### src/rtl/assert_macros.svh
// Assertion helpers shared by the RTL modules of the key click event detector.
`ifndef ASSERT_MACROS_SVH
`define ASSERT_MACROS_SVH

// The property must hold at every rising clock edge outside reset.
`define KCED_ASSERT_ON(label, clk, rst, prop, msg) \
   label: assert property (@(posedge clk) disable iff (rst) (prop)) else $error(msg);

// The expression must never be true at a rising clock edge outside reset.
`define KCED_ASSERT_NEVER(label, clk, rst, expr, msg) \
   label: assert property (@(posedge clk) disable iff (rst) !(expr)) else $error(msg);

`endif

### src/rtl/kced_pkg.sv
`timescale 1ns / 1ps
`default_nettype none
package kced_pkg;

   localparam int PIN_W      = 4;
   localparam int KEY_W      = 2;
   localparam int FLAG_W     = 7;
   localparam int TIMER_W    = 16;
   localparam int PERIOD_W   = 8;
   localparam int SNAP_W     = 28;
   localparam int SNAP_KEYS  = 4;
   localparam int CSR_IDX_W  = 3;
   localparam int CSR_DATA_W = 16;

   // Command codes.
   localparam logic CMD_TICK  = 1'b0;
   localparam logic CMD_CHECK = 1'b1;

   // Flag bit positions.
   localparam int FLG_HOLD   = 0;
   localparam int FLG_DOWN   = 1;
   localparam int FLG_UP     = 2;
   localparam int FLG_SINGLE = 3;
   localparam int FLG_DOUBLE = 4;
   localparam int FLG_LONG   = 5;
   localparam int FLG_REPEAT = 6;

   localparam logic [FLAG_W-1:0] HOLD_ONLY_MASK = 7'h01;

   // Configuration register indexes.
   localparam logic [CSR_IDX_W-1:0] REG_SAMPLE_PERIOD    = 3'd0;
   localparam logic [CSR_IDX_W-1:0] REG_LONG_TICKS       = 3'd1;
   localparam logic [CSR_IDX_W-1:0] REG_REPEAT_TICKS     = 3'd2;
   localparam logic [CSR_IDX_W-1:0] REG_DOUBLE_TICKS     = 3'd3;
   localparam logic [CSR_IDX_W-1:0] REG_ACTIVE_HIGH_MASK = 3'd4;

   // Configuration reset values.
   localparam logic [PERIOD_W-1:0] RST_SAMPLE_PERIOD    = 8'd20;
   localparam logic [TIMER_W-1:0]  RST_LONG_TICKS       = 16'd600;
   localparam logic [TIMER_W-1:0]  RST_REPEAT_TICKS     = 16'd80;
   localparam logic [TIMER_W-1:0]  RST_DOUBLE_TICKS     = 16'd0;
   localparam logic [PIN_W-1:0]    RST_ACTIVE_HIGH_MASK = 4'd4;

   // Classified request, handed from the front end to the back end.
   typedef struct packed {
      logic              is_tick;
      logic [PIN_W-1:0]  pins;
      logic              key_ok;
      logic [KEY_W-1:0]  key;
      logic [FLAG_W-1:0] mask;
      logic              clear_ok;
   } cmd_type;

   // One result.
   typedef struct packed {
      logic              hit;
      logic [SNAP_W-1:0] snapshot;
   } res_type;

endpackage
`default_nettype wire

### src/rtl/kced_fifo.sv
`timescale 1ns / 1ps
`default_nettype none
`include "assert_macros.svh"
module kced_fifo #(
   parameter int WIDTH = 8,
   parameter int DEPTH = 2
) (
   input  wire logic             clock,
   input  wire logic             reset,
   input  wire logic             push,
   input  wire logic [WIDTH-1:0] push_data,
   output logic                  full,
   input  wire logic             pop,
   output logic [WIDTH-1:0]      pop_data,
   output logic                  empty
);

   localparam int PtrW = (DEPTH > 1) ? $clog2(DEPTH) : 1;
   localparam int CntW = $clog2(DEPTH + 1);

   logic [WIDTH-1:0] mem_ff [DEPTH];
   logic [PtrW-1:0]  wr_ptr_ff, wr_ptr_in;
   logic [PtrW-1:0]  rd_ptr_ff, rd_ptr_in;
   logic [CntW-1:0]  count_ff, count_in;
   logic             wr_en, rd_en;

   assign full     = (count_ff == CntW'(DEPTH));
   assign empty    = (count_ff == '0);
   assign wr_en    = push && !full;
   assign rd_en    = pop && !empty;
   assign pop_data = mem_ff[rd_ptr_ff];

   always_comb begin
      wr_ptr_in = wr_ptr_ff;
      rd_ptr_in = rd_ptr_ff;
      count_in  = count_ff;
      if (wr_en) begin
         wr_ptr_in = (wr_ptr_ff == PtrW'(DEPTH - 1)) ? '0 : wr_ptr_ff + PtrW'(1);
      end
      if (rd_en) begin
         rd_ptr_in = (rd_ptr_ff == PtrW'(DEPTH - 1)) ? '0 : rd_ptr_ff + PtrW'(1);
      end
      if (wr_en && !rd_en) begin
         count_in = count_ff + CntW'(1);
      end else if (rd_en && !wr_en) begin
         count_in = count_ff - CntW'(1);
      end
   end

   always_ff @(posedge clock) begin
      if (reset) begin
         wr_ptr_ff <= '0;
         rd_ptr_ff <= '0;
         count_ff  <= '0;
      end else begin
         wr_ptr_ff <= wr_ptr_in;
         rd_ptr_ff <= rd_ptr_in;
         count_ff  <= count_in;
      end
   end

   always_ff @(posedge clock) begin
      if (wr_en) begin
         mem_ff[wr_ptr_ff] <= push_data;
      end
   end

   `KCED_ASSERT_NEVER(a_fifo_no_overflow, clock, reset, count_ff > CntW'(DEPTH), "fifo count over depth")
   `KCED_ASSERT_ON(a_fifo_count_up, clock, reset, (wr_en && !rd_en) |=> (count_ff == $past(count_ff) + CntW'(1)), "fifo count did not grow on write")

endmodule
`default_nettype wire

### src/rtl/kced_front.sv
`timescale 1ns / 1ps
`default_nettype none
module kced_front import kced_pkg::*; #(
   parameter int KEYS = 4
) (
   input  wire logic              req_push,
   input  wire logic              req_command,
   input  wire logic [PIN_W-1:0]  req_pin_levels,
   input  wire logic [KEY_W-1:0]  req_key_index,
   input  wire logic [FLAG_W-1:0] req_flag_mask,
   input  wire logic              cmd_full,
   output logic                   cmd_push,
   output cmd_type                cmd_data
);

   // Decode the request into what the back end needs: tick or check, whether the
   // key exists, and whether a hit may clear the masked flags.
   always_comb begin
      cmd_data.is_tick  = (req_command == CMD_TICK);
      cmd_data.pins     = req_pin_levels;
      cmd_data.key_ok   = (int'(req_key_index) < KEYS);
      cmd_data.key      = req_key_index;
      cmd_data.mask     = req_flag_mask;
      cmd_data.clear_ok = (req_flag_mask != HOLD_ONLY_MASK);
   end

   assign cmd_push = req_push && !cmd_full;

endmodule
`default_nettype wire

### src/rtl/kced_back.sv
`timescale 1ns / 1ps
`default_nettype none
`include "assert_macros.svh"
module kced_back import kced_pkg::*; #(
   parameter int KEYS = 4
) (
   input  wire logic                  clock,
   input  wire logic                  reset,
   input  wire logic                  csr_valid,
   input  wire logic [CSR_IDX_W-1:0]  csr_index,
   input  wire logic [CSR_DATA_W-1:0] csr_wdata,
   input  wire logic                  cmd_empty,
   input  wire cmd_type               cmd_data,
   output logic                       cmd_pop,
   input  wire logic                  res_full,
   output logic                       res_push,
   output res_type                    res_data
);

   typedef enum logic [2:0] {
      CS_IDLE    = 3'd0,
      CS_PRESSED = 3'd1,
      CS_WAIT    = 3'd2,
      CS_SECOND  = 3'd3,
      CS_LONG    = 3'd4
   } click_state_type;

   localparam int NSnap = (KEYS < SNAP_KEYS) ? KEYS : SNAP_KEYS;

   // Configuration registers.
   logic [PERIOD_W-1:0] sample_period_ff;
   logic [TIMER_W-1:0]  long_ticks_ff;
   logic [TIMER_W-1:0]  repeat_ticks_ff;
   logic [TIMER_W-1:0]  double_ticks_ff;
   logic [PIN_W-1:0]    active_high_ff;

   // Key state.
   logic [PERIOD_W-1:0]                sample_count_ff, sample_count_in;
   logic [KEYS-1:0]                    level_ff, level_in;
   click_state_type [KEYS-1:0]         click_state_ff, click_state_in;
   logic [KEYS-1:0][TIMER_W-1:0]       hold_timer_ff, hold_timer_in;
   logic [KEYS-1:0][FLAG_W-1:0]        flags_ff, flags_in;

   logic                sample_now;
   logic [PERIOD_W-1:0] count_inc;
   logic [7:0]          pins_ext;
   logic [7:0]          pol_ext;
   logic                hit;

   assign cmd_pop  = !cmd_empty && !res_full;
   assign res_push = cmd_pop;

   assign count_inc  = sample_count_ff + PERIOD_W'(1);
   assign sample_now = (count_inc >= sample_period_ff);
   assign pins_ext   = {{(8 - PIN_W){1'b0}}, cmd_data.pins};
   assign pol_ext    = {{(8 - PIN_W){1'b0}}, active_high_ff};

   always_comb begin
      logic [TIMER_W-1:0] t;
      logic [FLAG_W-1:0]  f;
      logic               cur;
      logic               prev;
      logic               sel;

      sample_count_in = sample_count_ff;
      level_in        = level_ff;
      click_state_in  = click_state_ff;
      hold_timer_in   = hold_timer_ff;
      flags_in        = flags_ff;
      hit             = 1'b0;

      if (cmd_pop && cmd_data.is_tick) begin
         sample_count_in = sample_now ? '0 : count_inc;
      end

      for (int k = 0; k < KEYS; k++) begin
         t    = hold_timer_ff[k] - TIMER_W'(hold_timer_ff[k] != '0);
         f    = flags_ff[k];
         cur  = (pins_ext[k[2:0]] == pol_ext[k[2:0]]);
         prev = level_ff[k];
         sel  = cmd_data.key_ok && (int'(cmd_data.key) == k);

         if (cmd_pop && cmd_data.is_tick) begin
            hold_timer_in[k] = t;
            if (sample_now) begin
               level_in[k] = cur;
               f[FLG_HOLD] = cur;
               if (cur && !prev) begin
                  f[FLG_DOWN] = 1'b1;
               end
               if (!cur && prev) begin
                  f[FLG_UP] = 1'b1;
               end
               unique case (click_state_ff[k])
                  CS_IDLE: begin
                     if (cur) begin
                        hold_timer_in[k]  = long_ticks_ff;
                        click_state_in[k] = CS_PRESSED;
                     end
                  end
                  CS_PRESSED: begin
                     if (!cur) begin
                        hold_timer_in[k]  = double_ticks_ff;
                        click_state_in[k] = CS_WAIT;
                     end else if (t == '0) begin
                        hold_timer_in[k]  = repeat_ticks_ff;
                        f[FLG_LONG]       = 1'b1;
                        click_state_in[k] = CS_LONG;
                     end
                  end
                  CS_WAIT: begin
                     if (cur) begin
                        f[FLG_DOUBLE]     = 1'b1;
                        click_state_in[k] = CS_SECOND;
                     end else if (t == '0) begin
                        f[FLG_SINGLE]     = 1'b1;
                        click_state_in[k] = CS_IDLE;
                     end
                  end
                  CS_SECOND: begin
                     if (!cur) begin
                        click_state_in[k] = CS_IDLE;
                     end
                  end
                  CS_LONG: begin
                     if (!cur) begin
                        click_state_in[k] = CS_IDLE;
                     end else if (t == '0) begin
                        hold_timer_in[k] = repeat_ticks_ff;
                        f[FLG_REPEAT]    = 1'b1;
                     end
                  end
                  default: begin
                     click_state_in[k] = CS_IDLE;
                  end
               endcase
               flags_in[k] = f;
            end
         end else if (cmd_pop && sel) begin
            if ((flags_ff[k] & cmd_data.mask) != '0) begin
               hit = 1'b1;
               if (cmd_data.clear_ok) begin
                  flags_in[k] = flags_ff[k] & ~cmd_data.mask;
               end
            end
         end
      end
   end

   always_comb begin
      res_data.hit      = hit;
      res_data.snapshot = '0;
      for (int k = 0; k < NSnap; k++) begin
         res_data.snapshot[FLAG_W*k +: FLAG_W] = flags_in[k];
      end
   end

   always_ff @(posedge clock) begin
      if (reset) begin
         sample_period_ff <= RST_SAMPLE_PERIOD;
         long_ticks_ff    <= RST_LONG_TICKS;
         repeat_ticks_ff  <= RST_REPEAT_TICKS;
         double_ticks_ff  <= RST_DOUBLE_TICKS;
         active_high_ff   <= RST_ACTIVE_HIGH_MASK;
      end else if (csr_valid) begin
         unique case (csr_index)
            REG_SAMPLE_PERIOD:    sample_period_ff <= csr_wdata[PERIOD_W-1:0];
            REG_LONG_TICKS:       long_ticks_ff    <= csr_wdata;
            REG_REPEAT_TICKS:     repeat_ticks_ff  <= csr_wdata;
            REG_DOUBLE_TICKS:     double_ticks_ff  <= csr_wdata;
            REG_ACTIVE_HIGH_MASK: active_high_ff   <= csr_wdata[PIN_W-1:0];
            default: begin
            end
         endcase
      end
   end

   always_ff @(posedge clock) begin
      if (reset) begin
         sample_count_ff <= '0;
         level_ff        <= '0;
         for (int k = 0; k < KEYS; k++) begin
            click_state_ff[k] <= CS_IDLE;
         end
         hold_timer_ff   <= '0;
         flags_ff        <= '0;
      end else begin
         sample_count_ff <= sample_count_in;
         level_ff        <= level_in;
         click_state_ff  <= click_state_in;
         hold_timer_ff   <= hold_timer_in;
         flags_ff        <= flags_in;
      end
   end

   `KCED_ASSERT_ON(a_check_keeps_timing, clock, reset, (cmd_pop && !cmd_data.is_tick) |=> ($stable(click_state_ff) && $stable(hold_timer_ff) && $stable(sample_count_ff)), "check request changed key timing state")
   `KCED_ASSERT_ON(a_idle_keeps_flags, clock, reset, !cmd_pop |=> $stable(flags_ff), "flags changed without a request")
   `KCED_ASSERT_ON(a_no_sample_keeps_state, clock, reset, (cmd_pop && cmd_data.is_tick && !sample_now) |=> ($stable(click_state_ff) && $stable(flags_ff)), "click state moved between samples")

endmodule
`default_nettype wire

### src/rtl/key_click_event_detector_unit.sv
`timescale 1ns / 1ps
`default_nettype none
// Channel   | Ports                                              | Direction
// ----------+----------------------------------------------------+----------
// request   | req_push, req_full, req_command, req_pin_levels,   | in
//           | req_key_index, req_flag_mask                       |
// response  | rsp_empty, rsp_pop, rsp_check_hit, rsp_flags_snapshot | out
// config    | csr_valid, csr_ready, csr_index, csr_wdata         | in
//
// One request per clock is sustained: the back end retires one request from the
// request queue each cycle that the response queue has room.
// A request accepted into the request queue is executed by the back end when it
// leaves that queue, and its response is registered in the response queue, from
// where it can be popped.
// Reset is synchronous and active high; it restores the register defaults and
// clears all key state at once, with no clearing pass.
// req_full rises only when the request queue is full, which happens only when
// responses back up because rsp_pop stays low.
module key_click_event_detector_unit import kced_pkg::*; #(
   parameter int KEYS = 4
) (
   input  wire logic                  clock,
   input  wire logic                  reset,
   input  wire logic                  req_push,
   output logic                       req_full,
   input  wire logic                  req_command,
   input  wire logic [PIN_W-1:0]      req_pin_levels,
   input  wire logic [KEY_W-1:0]      req_key_index,
   input  wire logic [FLAG_W-1:0]     req_flag_mask,
   output logic                       rsp_empty,
   input  wire logic                  rsp_pop,
   output logic                       rsp_check_hit,
   output logic [SNAP_W-1:0]          rsp_flags_snapshot,
   input  wire logic                  csr_valid,
   output logic                       csr_ready,
   input  wire logic [CSR_IDX_W-1:0]  csr_index,
   input  wire logic [CSR_DATA_W-1:0] csr_wdata
);

   cmd_type cmd_in;
   cmd_type cmd_out;
   res_type res_in;
   res_type res_out;
   logic    cmd_push;
   logic    cmd_full;
   logic    cmd_empty;
   logic    cmd_pop;
   logic    res_push;
   logic    res_full;

   // Writes always go in unchecked; software must only write while the block is idle.
   assign csr_ready = 1'b1;
   assign req_full  = cmd_full;

   // The front end classifies each request and drops it into a short queue.
   kced_front #(
      .KEYS (KEYS)
   ) u_front (
      .req_push       (req_push),
      .req_command    (req_command),
      .req_pin_levels (req_pin_levels),
      .req_key_index  (req_key_index),
      .req_flag_mask  (req_flag_mask),
      .cmd_full       (cmd_full),
      .cmd_push       (cmd_push),
      .cmd_data       (cmd_in)
   );

   kced_fifo #(
      .WIDTH ($bits(cmd_type)),
      .DEPTH (2)
   ) u_cmd_queue (
      .clock     (clock),
      .reset     (reset),
      .push      (cmd_push),
      .push_data (cmd_in),
      .full      (cmd_full),
      .pop       (cmd_pop),
      .pop_data  (cmd_out),
      .empty     (cmd_empty)
   );

   // The back end holds the configuration and per-key state and executes requests.
   kced_back #(
      .KEYS (KEYS)
   ) u_back (
      .clock     (clock),
      .reset     (reset),
      .csr_valid (csr_valid),
      .csr_index (csr_index),
      .csr_wdata (csr_wdata),
      .cmd_empty (cmd_empty),
      .cmd_data  (cmd_out),
      .cmd_pop   (cmd_pop),
      .res_full  (res_full),
      .res_push  (res_push),
      .res_data  (res_in)
   );

   // Responses wait here so a stalled consumer never blocks new requests at once.
   kced_fifo #(
      .WIDTH ($bits(res_type)),
      .DEPTH (2)
   ) u_rsp_queue (
      .clock     (clock),
      .reset     (reset),
      .push      (res_push),
      .push_data (res_in),
      .full      (res_full),
      .pop       (rsp_pop),
      .pop_data  (res_out),
      .empty     (rsp_empty)
   );

   assign rsp_check_hit      = res_out.hit;
   assign rsp_flags_snapshot = res_out.snapshot;

endmodule
`default_nettype wire

### config.mk
export PLATFORM = sky130hd
export DESIGN_NAME = key_click_event_detector_unit
export DESIGN_NICKNAME = d
export VERILOG_FILES = /design/src/rtl/kced_pkg.sv /design/src/rtl/kced_fifo.sv /design/src/rtl/kced_front.sv /design/src/rtl/kced_back.sv /design/src/rtl/key_click_event_detector_unit.sv
export VERILOG_INCLUDE_DIRS = /design/src /design/src/rtl
export SDC_FILE = /design/constraint.sdc
export NUM_CORES = 1
export LEC_CHECK = 0
export BUFFER_PORTS_ARGS = -buffer_cell sky130_fd_sc_hd__buf_2
export CAP_MARGIN = 20
export CORE_ASPECT_RATIO = 1.4
export CORE_UTILIZATION = 25
export CTS_BUF_LIST = sky130_fd_sc_hd__clkbuf_8 sky130_fd_sc_hd__clkbuf_16
export DETAILED_ROUTE_END_ITERATION = 6
export MAX_ROUTING_LAYER = met4
export SLEW_MARGIN = 10
export SYNTH_ARGS = -nofsm -noshare
export SYNTH_HDL_FRONTEND = slang
export SYNTH_HIERARCHICAL = 1
export SYNTH_SLANG_ARGS = --single-unit
### constraint.sdc
create_clock -name clock -period 7.9 [get_ports clock]
set_clock_uncertainty 0.1 [all_clocks]
set_input_delay 0.79 -clock clock [delete_from_list [all_inputs] [get_ports clock]]
set_output_delay 0.79 -clock clock [all_outputs]
set_load 0.05 [all_outputs]
# == After elaboration in Yosys (flattened, before gate mapping) ==
# Memories as Yosys holds them, arrays and structs flattened. A register that Yosys moved wholly into a read port is not among the register bits.
# Cells that the tools add are included.
# totals
reg_bits,184
in_bits,38
out_inout_bits,32
memories,2
wordCells,325
ram_bits,88
# memory_table
memory,words,word_bits,read_ports,rd_clocked_by_memory_dff,write_ports,line,text
u_rsp_queue.mem_ff,2,29,1,1,1,kced_fifo.sv:21,logic [WIDTH-1:0] mem_ff [DEPTH];
u_cmd_queue.mem_ff,2,15,1,1,1,kced_fifo.sv:21,
# op_classes
bitwise,10
addsub,13
muxes,149
n_lt_le_gt_ge,1
reduce_logical,79
n_eq_ne,46
# ops
op,count
16-bit 2-to-1 mux,20
16-bit case mux with 3 select lines,4
7-bit 2-to-1 mux,20
3-bit 2-to-1 mux,24
1-bit 2-to-1 mux,68
16-bit zero test,4
16-bit nonzero test,4
16-bit by 1-bit subtractor with 16-bit output,4
7-bit AND,8
3-bit case mux with 4 select lines,4
"3-bit by 2-bit == test with 1-bit output, second input constant",10
7-bit nonzero test,4
6-bit AND reduction,4
1-bit logical AND,23
1-bit zero test,16
2-bit 2-to-1 mux,8
"3-bit by 1-bit == test with 1-bit output, second input constant",5
"3-bit == test, second input constant",5
3-bit zero test,5
"3-bit by 1-bit != test with 1-bit output, second input constant",4
"3-bit != test, second input constant",4
2-bit AND reduction,6
"8-bit by 1-bit adder with 8-bit output, second input constant",1
"2-bit == test, second input constant",4
other kinds (16),39

# == Longest topological paths before layout ==
# Gate-level depths: netlist of the first run.
# logic_depth
word_depth,15
mapped_depth,17
mapped_depth_nobuf,13

# == By module ==
# Netlist of the first run, hierarchy kept.
# modules_own_cells
mod,seq_area_each_um2,instances,area_each_um2,cells_each
kced_back,3523.4,1,12797.3,1866
kced_fifo (u_rsp_queue),1841.8,1,2306.0,115
kced_fifo (u_cmd_queue),1061.0,1,1371.3,75
kced_front,0.0,1,142.6,20
key_click_event_detector_unit,0.0,1,11.3,2

# == Least setup slack after synthesis of the first run ==
# No wires, ideal clock.
# synth_path
path_kind,reg-to-reg
start,reg u_back/hold_timer_ff[54] in the netlist's numbering
end,mem u_rsp_queue/mem_ff[0][24] in the netlist's numbering (data pin)
stages_incl_launch_ff,18
slack_ns,3.808
required_time_ns,7.664
arrival_ns,3.856
setup_time_ns,0.136
path_buffers,4
period_less_slack_ns,4.092
cell_sequence,dfxtp_1 > buf_6 > or4_1 > clkbuf_1 > nor4_1 > and3_1 > nand2_1 > ha_1 > ha_1 > or4b_4 > buf_6 > o22ai_1 > a211oi_1 > o22ai_1 > nor4_4 > buf_6 > nand4_2 > nand2_1
# synth_lines
item,line,text
start: declaration,kced_back.sv:41,"logic [KEYS-1:0][TIMER_W-1:0] hold_timer_ff, hold_timer_in;"
start signal: assignment,kced_back.sv:191,hold_timer_ff <= hold_timer_in;
end: declaration,kced_fifo.sv:21,

# == Worst setup path in the final report of the first run ==
# layout_path
start,reg u_back/hold_timer_ff[54] in the netlist's numbering
end,reg u_back/click_state_ff[10] in the netlist's numbering
# layout_via
elab_chain_cells,5
word_cells_on_any_way,6
classes_between,1 x add/sub; 2 x eq/ne; 3 x reduce/logical
# layout_lines
item,line,text
16-bit nonzero test,kced_back.sv:77,t = hold_timer_ff[k] - TIMER_W'(hold_timer_ff[k] != '0);
16-bit by 1-bit subtractor with 16-bit output (*),kced_back.sv:77,
16-bit zero test (*),"kced_back.sv:105, kced_back.sv:115",
3-bit by 1-bit != test with 1-bit output (no line) / 3-bit != test (equally long branches),-,
6-bit AND reduction (no line) (*),-,
end signal: assignment,kced_back.sv:190,click_state_ff <= click_state_in;
end: declaration,kced_back.sv:40,"click_state_type [KEYS-1:0] click_state_ff, click_state_in;"
# Mark *: on every way between the ends. The rest lies on a longest branch, timed or not.
# A chain may end at the register's enable or synchronous reset.

==> impl_metrics.env, run 1 <==
export IMPL_outcome="finished with violations"
export IMPL_violations="design-rule violations"
export IMPL_fin_ws_ns=3.21
export IMPL_die_area_sq_mm=0.0676
export IMPL_setup_viol=0
export IMPL_antenna_left=0
export IMPL_crit_buf_inv=1
export IMPL_period_share_pct=59.4
export IMPL_drt_initial_drc_count=1427
export IMPL_cts_tree="done"
export IMPL_num_rows=111
export IMPL_grt_max_degree=74
export IMPL_layout_drive_gt1_share_pct=11.7
export IMPL_crit_type="register to register"
export IMPL_drt_total_wl_microns=64500
export IMPL_die_height_microns=307
export IMPL_wl_per_cell_microns=22.3
export IMPL_crit_fanout=17
export IMPL_nets=2081
export IMPL_cp_cell_sequence="or4_1, nor4_1, and3_1, nand2_1, ha_1, ha_1, or4b_4, o22ai_1, a211oi_1, o22ai_1, nor4_4, buf_4, o21ai_0, a32o_1"
export IMPL_fp_coreArea_sq_mm=0.0657
export IMPL_dp_worst_setup_slack_ns=3.30
export IMPL_required_ns=8.26
export IMPL_grt_use_total_pct=19.3
export IMPL_async_reset_ff_share_pct=0
export IMPL_numPortBuffers=68
export IMPL_cts_htree_levels=1
export IMPL_start_util_pct=25.3
export IMPL_ir_drop_uv=327
export IMPL_netlist_area_sq_mm=0.0166
export IMPL_antenna_found_initial=4
export IMPL_p_leak_nw=6.42
export IMPL_finalSetupTns_ns=0
export IMPL_drv_cap=0
export IMPL_synthCells=2078
export IMPL_utilization_pct=28.2
export IMPL_grt_pass1_vias=15300
export IMPL_postCtsSetupBuffers=0
export IMPL_rsz0062_at_grt="no"
export IMPL_num_vias=16400
export IMPL_syn_avg_cell_area_sq_um=8.00
export IMPL_syn2layout_area_growth_pct=11.3
export IMPL_powerDensity_mw_per_mm2=501
export IMPL_seq_area_sq_mm=0.00643
export IMPL_dp_hpwl_microns=45100
export IMPL_die_w_microns=220
export IMPL_crit_slowest_cell="or4_1"
export IMPL_cts_hold_buffers=0
export IMPL_cpPeakStageDelay_ns=0.67
export IMPL_period_needed_ns=4.69
export IMPL_clockRootBuffer="clkbuf_16"
export IMPL_start_kind="register"
export IMPL_fillCellCount=7053
export IMPL_synth_fp_nets=2135
export IMPL_grt_first_pass_wirelength_microns=96600
export IMPL_yosys_cell_types_count=88
export IMPL_synth_edf_count=90
export IMPL_layout_cells_non_filler=2897
export IMPL_ys_seq_area_share_pct=38.6
export IMPL_tightest_slew_ns=1.04
export IMPL_gp_congestion=0.983
export IMPL_ys_ff_latch=276
export IMPL_slew_violations=0
export IMPL_cts_resized=0
export IMPL_stdcell_area_sq_mm=0.0185
export IMPL_path_clk_slew_ns=0.07
export IMPL_globalRoute_totalOverflow=0
export IMPL_num_io_pins=70
export IMPL_first_pass_iters=7
export IMPL_drcViolationCount=23
export IMPL_cpLargestDelayFamily="simple AND/OR/NAND/NOR gates"
export IMPL_vias_per_cell=5.65
export IMPL_finalPower_mw=9.28
export IMPL_worstSkewPairLatency_ns=0.58
export IMPL_fmax_ghz=0.213
export IMPL_worst_hold_path_type="primary input to register"
export IMPL_hold_viol=0
export IMPL_slew_headroom_pct=30.7
export IMPL_clock_path_buffers=3
export IMPL_hold_worst_slack_ns=0.320
export IMPL_multi_input_area_sq_mm=0.00936
export IMPL_synthFlopType="dfxtp_1"
export IMPL_numCtsBuffers=29
export IMPL_place_inst=2838
export IMPL_cp_end_kind="register"
export IMPL_ys_warn_count=6
export IMPL_cts_sinks=276
export IMPL_place_area_sq_mm=0.0176
export IMPL_arrival_ns=5.05
## Yosys cell counts, types with 11 or more instances
library cell / number / area share (%)
and2_1: 27 / 1.0
and3_1: 13 / 0.49
nand3_1: 61 / 1.8
nand3b_1: 11 / 0.50
a211oi_1: 17 / 0.77
nand2_1: 307 / 6.9
buf_4: 23 / 1.0
nor2_1: 149 / 3.4
o21a_1: 18 / 0.81
a22oi_1: 19 / 0.86
o31ai_1: 14 / 0.63
nand2b_1: 14 / 0.53
a31oi_1: 20 / 0.75
o21ai_0: 198 / 6.0
a221oi_1: 17 / 0.90
ha_1: 19 / 1.4
edfxtp_1: 90 / 16
xor2_1: 24 / 1.3
nand4_1: 18 / 0.68
inv_1: 36 / 0.81
xnor2_1: 34 / 1.8
o22ai_1: 19 / 0.71
nor2b_1: 15 / 0.56
or3_1: 21 / 0.79
buf_2: 15 / 0.45
dfxtp_1: 186 / 22
o211ai_1: 18 / 0.81
a21oi_1: 217 / 6.5
nor3_1: 46 / 1.4
clkbuf_1: 133 / 3.0
nor4_1: 30 / 1.1
mux2_2: 46 / 3.1
## cells by family after synthesis
kind of cell,count (synthesis),share of synthesized area [%]
XOR/XNOR,58,3.05
buffers and inverters,221,5.81
adder cells (fa/ha/maj),19,1.43
multiplexers,51,3.42
flip-flops,276,38.6
AO/OA/AOI/OAI,676,25.0
AND/OR/NAND/NOR,775,22.6
other,2,0.0452
## flip-flops by register name (all words and copies together) (netlist names), 4 cells and up, named ones only
register                 flops
u_back/hold_timer_ff        64
u_back/active_high_ff        4
u_back/click_state_ff       12
u_back/double_ticks_ff      16
u_back/level_ff              4
u_back/repeat_ticks_ff      16
u_back/flags_ff             28
u_back/long_ticks_ff        16
u_back/sample_count_ff       8
u_rsp_queue/mem_ff          58
u_back/sample_period_ff      8
u_cmd_queue/mem_ff          32
## worst reg2reg max path, stage by stage (launching register included)
cell      delay [ns]
dfxtp_1         0.40
or4_1           0.67
nor4_1          0.60
and3_1          0.31
nand2_1         0.07
ha_1            0.24
ha_1            0.28
or4b_4          0.29
o22ai_1         0.13
a211oi_1        0.28
o22ai_1         0.21
nor4_4          0.28
buf_4           0.31
o21ai_0         0.12
a32o_1          0.28
## power breakdown
| group | internal (mW) | switching, mW | total [mW] | leakage [nW] |
|---|---|---|---|---|
| sequential | 1.76 | 0.299 | 2.06 | 2.35 |
| combinational | 2.08 | 3.78 | 5.86 | 3.59 |
| clock | 0.747 | 0.609 | 1.36 | 0.486 |
## area by class of cell
cell class              instances  area share [%]
clock inverters                21           0.838
clock buffers                  32            4.20
multi-input cells            1581            50.6
repair buffers                100            3.14
flip-flops and latches        276            34.7
inverters                      36           0.730
well taps                     847            5.73
diodes                          4          0.0541
## routing by layer
| metal | up-vias | GRT usage [%] | routed length, microns |
|---|---|---|---|
| li1 | 7499 | - | - |
| met1 | 7858 | 21.5 | 24300 |
| met2 | 767 | 31.3 | 30400 |
| met3 | 256 | 2.94 | 4650 |
| met4 | 0 | 13.6 | 5230 |
| met5 | - | - | 0 |
## worst paths after layout
check             depth (start not counted)  slack [ns]                       start                    endpoint
setup / recovery                         14        3.21    u_back/hold_timer_ff[54]   u_back/click_state_ff[10]
hold / removal                            1        0.32            req_key_index[0]    u_cmd_queue/mem_ff[1][8]
setup reg to reg                         14        3.21    u_back/hold_timer_ff[54]   u_back/click_state_ff[10]
hold reg to reg                           2        0.36  u_back/sample_period_ff[7]  u_back/sample_period_ff[7]
## layout by cell type, fill, tap and decap left out, types with 18 or more instances in the layout
master and count:
edfxtp_1 90, a21oi_1 217, nand3_1 61, o21a_1 18, buf_4 30, a22oi_1 19
dfxtp_1 186, buf_2 67, o21ai_0 198, xor2_1 20, xnor2_1 30, and2_1 27
or3_1 21, nor4_1 30, o211ai_1 18, nor2_1 147, nor3_1 43, mux2_2 46
o22ai_1 19, clkbuf_16 30, nand4_1 18, inv_1 43, a31oi_1 20, nand2_1 307
ha_1 19
(Power assumes the default switching activity.)
==> run 2: changes to the inputs <==
==> constraint.sdc (replaced) <==
create_clock -name clock -period 4.4 [get_ports clock]
set_clock_uncertainty 0.1 [all_clocks]
set_input_delay 0.44 -clock clock [delete_from_list [all_inputs] [get_ports clock]]
set_output_delay 0.44 -clock clock [all_outputs]
set_load 0.05 [all_outputs]
==> run 2 against run 1 <==
Against the previous run:
- the flow still finishes with violations (design-rule violations)
- sequential power is 74% higher
- critical path depth decreased by 1
- sequential cell count stayed put
- non-clock buffer count increased by 54
- total power grew 84%
- clock power rose by 79%
- fmax increased by 13%
- hold slack got worse by 0.31 ns
- die area did not move
- critical endpoint is now u_rsp_queue/mem_ff[0][20]
==> impl_metrics.env, run 2 (synthesis gave the netlist of run 1 again) <==
export IMPL_outcome="finished with violations"
export IMPL_violations="design-rule violations"
export IMPL_cts_htree_levels=1
export IMPL_largest_register_ffs=64
export IMPL_slew_violations=0
export IMPL_powerDensity_mw_per_mm2=901
export IMPL_internal_power_mw=8.56
export IMPL_period_needed_ns=4.15
export IMPL_final_common_cell="nand2_1"
export IMPL_num_io_pins=70
export IMPL_die_height_microns=307
export IMPL_fmax_ghz=0.241
export IMPL_cts_tree="done"
export IMPL_antenna_left=0
export IMPL_cp_cell_sequence="or4_1, or2_2, nor3_1, nand2_1, ha_1, ha_1, nand2_1, nor4_2, nand3b_1, nor4_4, nand2_1, or4_1, nand2_1"
export IMPL_arrival_ns=4.47
export IMPL_cpPeakStageDelay_ns=0.62
export IMPL_start_util_pct=25.3
export IMPL_hold_viol=0
export IMPL_crit_fanout=8
export IMPL_cp_end_kind="register"
export IMPL_power_share_clock_pct=14.3
export IMPL_p_leak_nw=6.65
export IMPL_globalRoute_totalOverflow=0
export IMPL_drt_initial_drc_count=1742
export IMPL_worstSkewPairLatency_ns=0.59
export IMPL_clockRootBuffer="clkbuf_16"
export IMPL_place_area_sq_mm=0.0179
export IMPL_vias_per_cell=5.62
export IMPL_p_sw_mw=8.49
export IMPL_crit_slowest_cell="or4_1"
export IMPL_top_regs="u_back/hold_timer_ff: 64 flops, u_rsp_queue/mem_ff: 58 flops, u_cmd_queue/mem_ff: 32 flops"
export IMPL_p_comb_share_pct=64.7
export IMPL_stdcell_area_sq_mm=0.0189
export IMPL_period_share_pct=94.2
export IMPL_drcViolationCount=21
export IMPL_cpLargestDelayFamily="simple AND/OR/NAND/NOR gates"
export IMPL_postCtsSetupBuffers=0
export IMPL_fp_coreArea_sq_mm=0.0657
export IMPL_swShare_pct=49.8
export IMPL_crit_buf_inv=0
export IMPL_antenna_found_initial=4
export IMPL_num_vias=16600
export IMPL_die_w_microns=220
export IMPL_dp_hpwl_microns=46700
export IMPL_path_clk_slew_ns=0.08
export IMPL_critPathMostFrequentCell="nand2_1"
export IMPL_rsz0062_at_grt="yes"
export IMPL_grt_use_total_pct=19.6
export IMPL_syn2layout_area_growth_pct=13.8
export IMPL_grt_first_pass_wirelength_microns=98000
export IMPL_gp_congestion=1.03
export IMPL_hold_worst_slack_ns=0.0152
export IMPL_numPortBuffers=68
export IMPL_drv_cap=0
export IMPL_final_cell_mix="nand2_1 (307), a21oi_1 (217), o21ai_0 (198)"
export IMPL_slew_headroom_pct=33.3
export IMPL_tightest_slew_ns=0.995
export IMPL_grt_max_degree=58
export IMPL_required_ns=4.73
export IMPL_drt_total_wl_microns=65200
export IMPL_seq_power_share_pct=21.1
export IMPL_worst_hold_path_type="primary input to register"
export IMPL_die_area_sq_mm=0.0676
export IMPL_layout_drive_gt1_share_pct=13.5
export IMPL_start_kind="register"
export IMPL_wl_per_cell_microns=22.1
export IMPL_nets=2133
export IMPL_num_rows=111
export IMPL_cts_sinks=276
export IMPL_top_register="u_back/hold_timer_ff"
export IMPL_numCtsBuffers=27
export IMPL_setup_viol=0
export IMPL_grt_pass1_vias=15400
export IMPL_ir_drop_uv=507
export IMPL_clock_path_buffers=3
export IMPL_first_pass_iters=7
export IMPL_crit_type="register to register"
-- run 2: cell types whose count changed in the layout (fill, tap and decap cells not counted), sizes merged --
cell         before  now
inv              47   42
bufinv            1    4
clkbuf           34   27
clkinv            8    9
buf              98  143
dlygate4sd3       0   11
clkinvlp          1    3
-- run 2: path summary, 6_finish.rpt --
check / from / end / slack [ns] / depth (start not counted)
worst max-delay path: u_back/hold_timer_ff[35] / u_rsp_queue/mem_ff[0][20] / 0.25 / 13
worst max register to register: u_back/hold_timer_ff[35] / u_rsp_queue/mem_ff[0][20] / 0.25 / 13
worst min register to register: u_back/sample_period_ff[5] / u_back/sample_period_ff[5] / 0.36 / 2
worst min-delay path: req_flag_mask[5] / u_cmd_queue/mem_ff[1][6] / 0.02 / 1
-- run 2: power groups by stage --
stage | Sequential [mW] | Combinational (mW) | Clock [mW]
floorplan | 3.42 | 8.19 | 0
global placement | 3.62 | 10.8 | 0
detailed placement | 3.64 | 10.8 | 0
CTS | 3.58 | 10.8 | 2.47
global route | 3.65 | 12.0 | 2.56
finish | 3.59 | 11.0 | 2.43
-- run 2: layout make-up --
type / count / area, sq um
timing repair buffer: 154 / 1020
tap: 847 / 1060
clock buffer: 27 / 676
multi-input combinational: 1581 / 9370
sequential: 276 / 6430
clock inverter: 22 / 229
inverter: 36 / 135
fill: 7036 / 46800
antenna: 4 / 10.0
-- run 2: layer usage --
layer / track usage [%] / vias up / share of wire, %
met4: 13.6 / 0 / 8.2
li1: - / 7603 / -
met3: 2.78 / 244 / 7.3
met1: 21.9 / 7923 / 37
met2: 32.1 / 804 / 48
met5: - / - / 0
-- run 2: worst reg2reg max path, stage by stage, from the launching register on --
cell and delay, ns:
dfxtp_1 0.38, or4_1 0.62, or2_2 0.34, nor3_1 0.18, nand2_1 0.08, ha_1 0.23, ha_1 0.35, nand2_1 0.08
nor4_2 0.27, nand3b_1 0.17, nor4_4 0.38, nand2_1 0.19, or4_1 0.52, nand2_1 0.10
-- run 2: what timing repair did --
| action | 4_1_cts | 5_1_grt |
|---|---|---|
| hold endpoints to repair | 22 | 0 |
| endpoints found under the setup margin | 0 | 7 |
| hold buffers | 11 | 0 |
| resized for setup | 0 | 3 |
-- run 2: metrics by stage --
step                      total power, mW  instances  setup TNS [ns]  util [%]  setup slack (ns)
after global routing                 18.2       2947         -0.0312      28.8           -0.0153
after CTS                            16.9       2942               0      28.8             0.286
after detailed placement             14.4       2882               0      27.2             0.328
after global placement               14.5       2882               0      27.2             0.344
after floorplan                      11.6       2078               0         -             0.308
final                                17.1       2947               0      28.8             0.255
